===== src/rtl/core/pesev_pkg.sv =====
// Shared constants and types for the prefix expression stack evaluator.
package pesev_pkg;

  localparam int unsigned DATA_W          = 32;
  localparam int unsigned CHAR_W          = 8;
  localparam int unsigned CFG_W           = 4;
  localparam int unsigned STATUS_W        = 2;
  localparam int unsigned DEF_STACK_DEPTH = 8;

  localparam logic [CFG_W-1:0] LIMIT_RESET = 4'd5;

  localparam logic [CHAR_W-1:0] CHAR_PLUS  = 8'h2B;
  localparam logic [CHAR_W-1:0] CHAR_MINUS = 8'h2D;
  localparam logic [CHAR_W-1:0] CHAR_STAR  = 8'h2A;
  localparam logic [CHAR_W-1:0] CHAR_SLASH = 8'h2F;
  localparam logic [CHAR_W-1:0] CHAR_ZERO  = 8'h30;

  localparam logic [STATUS_W-1:0] ST_OK    = 2'd0;
  localparam logic [STATUS_W-1:0] ST_UNDER = 2'd1;
  localparam logic [STATUS_W-1:0] ST_OVER  = 2'd2;
  localparam logic [STATUS_W-1:0] ST_DIVZ  = 2'd3;

  // Handshake between the sequencer and the divider.
  typedef struct packed {
    logic              start;
    logic [DATA_W-1:0] dividend;
    logic [DATA_W-1:0] divisor;
  } div_req_t;

  typedef struct packed {
    logic              done;
    logic [DATA_W-1:0] quotient;
  } div_rsp_t;

endpackage


===== src/rtl/core/prefix_expression_stack_evaluator_top.sv =====
// Prefix expression evaluator: sequencer around a synchronous stack memory.
//
// Bytes of a prefix expression enter on the s_axis channel, rightmost byte
// first; s_axis_tlast marks the leftmost byte. Operands push (byte - 48),
// and + - * / pop two entries and push the 32-bit result. After the byte
// with tlast, one transaction leaves on m_axis carrying the top of stack
// (0 when empty) and the first error seen, then the stack and error clear.
// The cfg channel writes stack_limit and is always ready; stack_limit must be
// written only while the block is idle, which the block itself does not enforce.
// One byte is taken at a time. An operand goes to S_PUSH; + - * go via S_POP1,
// S_POP2, S_CALC, S_EXEC, S_PUSH; / also waits in S_DIV on the one-bit-per-cycle
// divider unless the divisor is 0. A last byte adds S_TOP, the top-of-stack read.
// Every stack access goes through the single-port stack memory, one read or
// write per cycle, so the pops and the push are sequenced.
// Reset empties the stack, clears the error and sets stack_limit to 5; the
// memory contents are not cleared. While the result waits on a stalled
// m_axis, further bytes are still accepted; only the next result waits.
module prefix_expression_stack_evaluator_top #(
  parameter int unsigned STACK_DEPTH = pesev_pkg::DEF_STACK_DEPTH
) (
  input  logic                                    clk_i,
  input  logic                                    rst_ni,
  input  logic                                    cfg_valid_i,
  output logic                                    cfg_ready_o,
  input  logic [pesev_pkg::CFG_W-1:0]             cfg_data_i,     // stack_limit
  input  logic                                    s_axis_tvalid,
  output logic                                    s_axis_tready,
  input  logic [pesev_pkg::CHAR_W-1:0]            s_axis_tdata,   // char_code
  input  logic                                    s_axis_tlast,   // last_char
  output logic                                    m_axis_tvalid,
  input  logic                                    m_axis_tready,
  output logic signed [pesev_pkg::DATA_W-1:0]     m_axis_tdata,   // value
  output logic [pesev_pkg::STATUS_W-1:0]          m_axis_tuser    // status
);
  import pesev_pkg::*;

  localparam int unsigned AW = (STACK_DEPTH > 1) ? $clog2(STACK_DEPTH) : 1;
  localparam int unsigned CW = $clog2(STACK_DEPTH + 1);

  typedef enum logic [3:0] {
    S_IDLE, S_POP1, S_POP2, S_CALC, S_EXEC, S_DIV, S_PUSH, S_TOP, S_OUT
  } state_e;

  state_e              state_q;
  logic [CW-1:0]       count_q;
  logic [STATUS_W-1:0] err_q;
  logic [CFG_W-1:0]    limit_q;
  logic [CHAR_W-1:0]   char_q;
  logic                last_q;
  logic                hit_q;
  logic                neg_q;
  logic [DATA_W-1:0]   op1_q;
  logic [DATA_W-1:0]   op2_q;
  logic [DATA_W-1:0]   res_q;
  logic                out_valid_q;
  logic [DATA_W-1:0]   out_value_q;
  logic [STATUS_W-1:0] out_status_q;

  logic [DATA_W-1:0]   mem [STACK_DEPTH];
  logic [DATA_W-1:0]   rdata_q;

  logic                mem_re;
  logic                mem_we;
  logic [CW-1:0]       count_m1;
  logic                stack_full;
  logic                in_is_op;
  logic                out_free;
  logic [DATA_W-1:0]   mag1;
  logic [DATA_W-1:0]   mag2;
  logic [DATA_W-1:0]   product;
  div_req_t            div_req;
  div_rsp_t            div_rsp;

  assign cfg_ready_o   = 1'b1;
  assign s_axis_tready = (state_q == S_IDLE);
  assign m_axis_tvalid = out_valid_q;
  assign m_axis_tdata  = out_value_q;
  assign m_axis_tuser  = out_status_q;

  assign in_is_op = (s_axis_tdata == CHAR_PLUS) || (s_axis_tdata == CHAR_MINUS) ||
                    (s_axis_tdata == CHAR_STAR) || (s_axis_tdata == CHAR_SLASH);

  assign count_m1   = count_q - 1'b1;
  assign stack_full = (32'(count_q) >= 32'(limit_q)) || (32'(count_q) >= 32'(STACK_DEPTH));
  assign out_free   = !out_valid_q || m_axis_tready;

  assign mem_re = ((state_q == S_POP1) || (state_q == S_POP2) || (state_q == S_TOP)) &&
                  (count_q != '0);
  assign mem_we = (state_q == S_PUSH) && !stack_full;

  assign mag1    = op1_q[DATA_W-1] ? (DATA_W'(0) - op1_q) : op1_q;
  assign mag2    = op2_q[DATA_W-1] ? (DATA_W'(0) - op2_q) : op2_q;
  assign product = op1_q * op2_q;

  assign div_req.start    = (state_q == S_EXEC) && (char_q == CHAR_SLASH) && (op2_q != '0);
  assign div_req.dividend = mag1;
  assign div_req.divisor  = mag2;

  pesev_div u_div (
    .clk_i  (clk_i),
    .rst_ni (rst_ni),
    .req_i  (div_req),
    .rsp_o  (div_rsp)
  );

  // Stack memory: one access per cycle, read data registered.
  always_ff @(posedge clk_i) begin
    if (mem_we) begin
      mem[count_q[AW-1:0]] <= res_q;
    end
    if (mem_re) begin
      rdata_q <= mem[count_m1[AW-1:0]];
    end
  end

  always_ff @(posedge clk_i or negedge rst_ni) begin
    if (!rst_ni) begin
      state_q      <= S_IDLE;
      count_q      <= '0;
      err_q        <= ST_OK;
      limit_q      <= LIMIT_RESET;
      out_valid_q  <= 1'b0;
      char_q       <= '0;
      last_q       <= 1'b0;
      hit_q        <= 1'b0;
      neg_q        <= 1'b0;
      op1_q        <= '0;
      op2_q        <= '0;
      res_q        <= '0;
      out_value_q  <= '0;
      out_status_q <= ST_OK;
    end else begin
      if (cfg_valid_i) begin
        limit_q <= cfg_data_i;
      end
      if (out_valid_q && m_axis_tready) begin
        out_valid_q <= 1'b0;
      end

      case (state_q)
        S_IDLE: begin
          if (s_axis_tvalid) begin
            char_q <= s_axis_tdata;
            last_q <= s_axis_tlast;
            res_q  <= DATA_W'(s_axis_tdata) - DATA_W'(CHAR_ZERO);
            state_q <= in_is_op ? S_POP1 : S_PUSH;
          end
        end
        S_POP1: begin
          hit_q <= (count_q != '0);
          if (count_q == '0) begin
            if (err_q == ST_OK) err_q <= ST_UNDER;
          end else begin
            count_q <= count_m1;
          end
          state_q <= S_POP2;
        end
        S_POP2: begin
          op1_q <= hit_q ? rdata_q : '0;
          hit_q <= (count_q != '0);
          if (count_q == '0) begin
            if (err_q == ST_OK) err_q <= ST_UNDER;
          end else begin
            count_q <= count_m1;
          end
          state_q <= S_CALC;
        end
        S_CALC: begin
          op2_q   <= hit_q ? rdata_q : '0;
          state_q <= S_EXEC;
        end
        S_EXEC: begin
          neg_q <= op1_q[DATA_W-1] ^ op2_q[DATA_W-1];
          case (char_q)
            CHAR_PLUS: begin
              res_q   <= op1_q + op2_q;
              state_q <= S_PUSH;
            end
            CHAR_MINUS: begin
              res_q   <= op1_q - op2_q;
              state_q <= S_PUSH;
            end
            CHAR_STAR: begin
              res_q   <= product;
              state_q <= S_PUSH;
            end
            default: begin
              if (op2_q == '0) begin
                if (err_q == ST_OK) err_q <= ST_DIVZ;
                res_q   <= '0;
                state_q <= S_PUSH;
              end else begin
                state_q <= S_DIV;
              end
            end
          endcase
        end
        S_DIV: begin
          if (div_rsp.done) begin
            res_q   <= neg_q ? (DATA_W'(0) - div_rsp.quotient) : div_rsp.quotient;
            state_q <= S_PUSH;
          end
        end
        S_PUSH: begin
          if (stack_full) begin
            if (err_q == ST_OK) err_q <= ST_OVER;
          end else begin
            count_q <= count_q + 1'b1;
          end
          state_q <= last_q ? S_TOP : S_IDLE;
        end
        S_TOP: begin
          hit_q   <= (count_q != '0);
          state_q <= S_OUT;
        end
        S_OUT: begin
          // The previous result must be gone before this one is loaded.
          if (out_free) begin
            out_valid_q  <= 1'b1;
            out_value_q  <= hit_q ? rdata_q : '0;
            out_status_q <= err_q;
            count_q      <= '0;
            err_q        <= ST_OK;
            state_q      <= S_IDLE;
          end
        end
        default: begin
          state_q <= S_IDLE;
        end
      endcase
    end
  end

endmodule


===== src/rtl/core/pesev_div.sv =====
// Unsigned restoring divider that retires one quotient bit per cycle.
module pesev_div (
  input  logic                clk_i,
  input  logic                rst_ni,
  input  pesev_pkg::div_req_t req_i,
  output pesev_pkg::div_rsp_t rsp_o
);
  import pesev_pkg::*;

  localparam int unsigned CNT_W = $clog2(DATA_W);

  logic              busy_q;
  logic              done_q;
  logic [CNT_W-1:0]  cnt_q;
  logic [DATA_W-1:0] rem_q;
  logic [DATA_W-1:0] quo_q;
  logic [DATA_W-1:0] dvs_q;
  logic [DATA_W:0]   rem_shift;
  logic [DATA_W:0]   diff;

  assign rem_shift = {rem_q, quo_q[DATA_W-1]};
  assign diff      = rem_shift - {1'b0, dvs_q};

  always_ff @(posedge clk_i or negedge rst_ni) begin
    if (!rst_ni) begin
      busy_q <= 1'b0;
      done_q <= 1'b0;
      cnt_q  <= '0;
    end else begin
      done_q <= 1'b0;
      if (req_i.start) begin
        busy_q <= 1'b1;
        cnt_q  <= '0;
      end else if (busy_q) begin
        cnt_q <= cnt_q + 1'b1;
        if (cnt_q == CNT_W'(DATA_W - 1)) begin
          busy_q <= 1'b0;
          done_q <= 1'b1;
        end
      end
    end
  end

  // The dividend shifts out of the quotient register as quotient bits shift in.
  always_ff @(posedge clk_i) begin
    if (req_i.start) begin
      rem_q <= '0;
      quo_q <= req_i.dividend;
      dvs_q <= req_i.divisor;
    end else if (busy_q) begin
      if (!diff[DATA_W]) begin
        rem_q <= diff[DATA_W-1:0];
        quo_q <= {quo_q[DATA_W-2:0], 1'b1};
      end else begin
        rem_q <= rem_shift[DATA_W-1:0];
        quo_q <= {quo_q[DATA_W-2:0], 1'b0};
      end
    end
  end

  assign rsp_o.done     = done_q;
  assign rsp_o.quotient = quo_q;

endmodule

===== config.mk =====
export PLATFORM = sky130hd
export DESIGN_NAME = prefix_expression_stack_evaluator_top
export DESIGN_NICKNAME = d
export VERILOG_FILES = /design/src/rtl/core/pesev_pkg.sv /design/src/rtl/core/prefix_expression_stack_evaluator_top.sv /design/src/rtl/core/pesev_div.sv
export SDC_FILE = /design/constraint.sdc
export NUM_CORES = 2
export LEC_CHECK = 0
export BUFFER_PORTS_ARGS = -buffer_cell sky130_fd_sc_hd__buf_2
export CAP_MARGIN = 30
export CORE_MARGIN = 4
export CORE_UTILIZATION = 35
export DETAILED_ROUTE_END_ITERATION = 12
export PLACE_DENSITY = 0.53
export SLEW_MARGIN = 20
export SYNTH_ARGS = -nofsm -noshare
export SYNTH_HDL_FRONTEND = slang
export SYNTH_SLANG_ARGS = --single-unit

===== constraint.sdc =====
create_clock -name clk_i -period 8 [get_ports clk_i]
set_input_delay 0.8 -clock clk_i [delete_from_list [all_inputs] [get_ports clk_i]]
set_output_delay 0.8 -clock clk_i [all_outputs]
set_load 0.05 [all_outputs]

==> flow_metrics.env <==
export IMPL_synth_top_area_share_pct=24.66
export IMPL_ctsResizeCount=1
export IMPL_grt_pass1_wl_mm=202.6
export IMPL_drc_errors=0
export IMPL_netlist_top_cells_area="edfxtp_1 25%, fa_1 19%, dfrtp_1 9.4%, ha_1 5.8%, nand2_1 4.7%"
export IMPL_worst_path_largest_cell_delay_ns=0.87
export IMPL_seq_area_mm2=0.01530
export IMPL_nets=4706
export IMPL_skew_ns=0.08346
export IMPL_ys_warn_count=0
export IMPL_die_height_um=358.0
export IMPL_hpwl_mm=98.50
export IMPL_worst_path_most_repeated_cell="fa_1"
export IMPL_worstMarginPinSlew_ns=1.169
export IMPL_hold_viol_final=0
export IMPL_worstReg2RegEnd="res_q[30]"
export IMPL_wl_mm=133.9
export IMPL_synth_compound_area_share_pct=9.411
export IMPL_crit_slowest_cell="dfrtp_1"
export IMPL_critPathArrivalTime_ns=8.30
export IMPL_finalCriticalPeriod_ns=7.709
export IMPL_grt_max_degree=79
export IMPL_rsz0062_at_grt="false"
export IMPL_crit_path_max_fanout=16
export IMPL_crit_buf_inv=1
export IMPL_ys_flop_type="edfxtp_1"
export IMPL_crit_type="reg -> reg"
export IMPL_first_pass_iters=6
export IMPL_place_gp_congestion=0.9261
export IMPL_async_reset_ff_share_pct=29.80
export IMPL_drtIter0Drc=2592
export IMPL_rr_worst_depth=20
export IMPL_dieArea_mm2=0.1281
export IMPL_initial_core_util_pct=35.21
export IMPL_tritoncts="built"
export IMPL_root_buffer="clkbuf_16"
export IMPL_ctsHoldBuffers=0
export IMPL_area_growth_pct=10.45
export IMPL_synth_enable_flop_cells=352
export IMPL_grt_pass1_vias=31240
export IMPL_layout_drive_gt1_share_pct=10.12
export IMPL_rr_startpoint="op2_q[8]"
export IMPL_portBuffers=53
export IMPL_multi_input_area_mm2=0.02510
export IMPL_slew_headroom_pct=21.02
export IMPL_synth_top_area_cell="edfxtp_1"
export IMPL_cp_cell_sequence="nand2_1, fa_1, fa_1, fa_1, fa_1, fa_1, inv_1, fa_1, fa_1, fa_1, ha_1, and4_1, a31o_2, a21oi_1, o21ai_0, a211oi_1, nor4_1, nor4b_1, and4b_1, nor2_1"
export IMPL_worstHoldPathType="in -> async"
export IMPL_avgViaCountPerCell=5.265
export IMPL_syn_inst=4086
export IMPL_cts_path_max_buffers=3
export IMPL_critPathLaunchType="flip-flop"
export IMPL_status="finished, final reports clean"
export IMPL_finalCritPeriodShare_pct=96.37
export IMPL_ys_ff_latch=547
export IMPL_drt_antenna_violating_nets=0
export IMPL_crit_path_end_kind="flip-flop"
export IMPL_synthSimpleGateAreaFrac_pct=14.04
export IMPL_clock_fmax_mhz=129.7
export IMPL_setup_viol=0
export IMPL_grt_usage_pct=21.10
export IMPL_cts_setup_buffers=0
export IMPL_synthAdderAreaFrac_pct=24.99
export IMPL_crit_required_ns=8.59
export IMPL_numCtsBuffers=61
export IMPL_overflow=0
export IMPL_synth_common_cells="533 x nand2_1, 438 x inv_1, 410 x fa_1, 352 x edfxtp_1, 315 x and2_1"
export IMPL_regToRegSetupSlack_ns=0.29
export IMPL_synth_most_common_cell="nand2_1"
export IMPL_cpLargestDelayFamily="adder cells"
export IMPL_clock_latency_ns=0.71
export IMPL_synth_xor_area_share_pct=5.006
export IMPL_htreeDepth=2
export IMPL_path_clk_slew_ns=0.06
export IMPL_netlist_area_mm2=0.04286
export IMPL_postSynthAreaPerCell_um2=10.49
export IMPL_io_pins=55
export IMPL_coreArea_mm2=0.1217
export IMPL_cts_sinks=547
export IMPL_synth_top_family_by_area="adder cells"
export IMPL_syn_nets=4714
export IMPL_yosysUniqueCellTypes=83
export IMPL_grt_antenna_before_repair=9
export IMPL_cap_violations=0
export IMPL_n_fill_cell=12030
export IMPL_wl_per_cell_um=23.25
export IMPL_routed_via_count=30320
export IMPL_num_rows=128
export IMPL_finalSetupTns_ns=0
export IMPL_maxSlewViolCount=0
export IMPL_seq_area_frac_synth_pct=35.68
export IMPL_muxShareOfSynthArea_pct=4.852
export IMPL_die_w_um=358.0
logic make-up after synthesis:
group	count (synthesis)
compound gates	647
other cells	1
buf+inv	685
mux	122
xor+xnor	245
simple gates	1229
flops	547
fa+ha+maj	610
stage by stage:
| step | setup slack (ns) | cells | utilization (%) | hold slack, ns | area (µm²) |
|---|---|---|---|---|---|
| 6_report | 0.2907 | 5759 | 38.90 | 0.1189 | 47340 |
| 5_1_grt | 0.02988 | 5755 | 38.89 | 0.1780 | 47330 |
| 4_1_cts | 0.2666 | 5755 | 38.89 | 0.1270 | 47330 |
| 3_5_place_dp | 0.04833 | 5640 | 37.28 | 0.4650 | 45370 |
| 3_3_place_gp | 0.1338 | 5639 | 37.25 | 0.4600 | 45340 |
| 2_1_floorplan | 1.024 | 4086 | - | 0.4505 | 42860 |
how the worst max path moves through the flow:
stage / slack (ns) / depth (start not counted) / to / start
3_3_place_gp: 0.13 / 22 / res_q[30] / op2_q[7]
4_1_cts: 0.27 / 22 / res_q[30] / op2_q[7]
2_1_floorplan: 1.02 / 26 / res_q[31] / op2_q[8]
6_report: 0.29 / 20 / res_q[30] / op2_q[8]
3_5_place_dp: 0.05 / 22 / res_q[30] / op2_q[7]
5_1_grt: 0.03 / 22 / res_q[30] / op2_q[7]
registers in the layout (all words and copies together) (netlist names), 4 cells and up:
name / flops
mem: 256
m_axis_tdata: 32
op1_q: 32
op2_q: 32
rdata_q: 32
res_q: 32
u_div.dvs_q: 32
u_div.quo_q: 32
u_div.rem_q: 32
char_q: 8
u_div.cnt_q: 5
count_q: 4
limit_q: 4
state_q: 4
placed cells by master, fill, tap and decap left out, types with 15 or more instances in the layout:
master and n:
dfrtp_1 155, inv_1 438, nor2_1 141, and3_1 15, nand3_1 25, a31oi_1 17, fa_1 410, o31ai_1 38
xor2_1 113, a311oi_1 15, or3_1 32, edfxtp_1 352, nor2b_1 21, o21a_1 22, xnor2_1 129, nand2_1 532
mux2_2 46, dfxtp_1 32, o21ai_0 252, clkbuf_16 62, or4_1 15, a21o_1 37, buf_4 115, clkbuf_1 29
buf_2 52, nand2b_1 28, a211oi_1 17, mux4_2 64, a21oi_1 123, and2_1 315, nor3_1 38, ha_1 199
o211ai_1 15
per-layer routing:
layer  track usage [%]  routed length (µm)  share of wire [%]
met5                 0                   0                  0
met4             6.565                4419                3.3
met3             2.970                8923                6.7
met2             34.47               62810                 47
met1             29.16               57760                 43
final cells by class:
| class | count | area share, % |
|---|---|---|
| multi-input cells | 2854 | 53.03 |
| well taps | 1625 | 4.295 |
| inverters | 439 | 3.481 |
| flip-flops and latches | 547 | 32.32 |
| repair buffers | 175 | 2.714 |
| diodes | 4 | 0.02114 |
| clock inverters | 15 | 0.3726 |
| clock buffers | 100 | 3.769 |
Power is not shown: default switching activity piles up to over one toggle a cycle in this logic, so the estimate is an artifact.
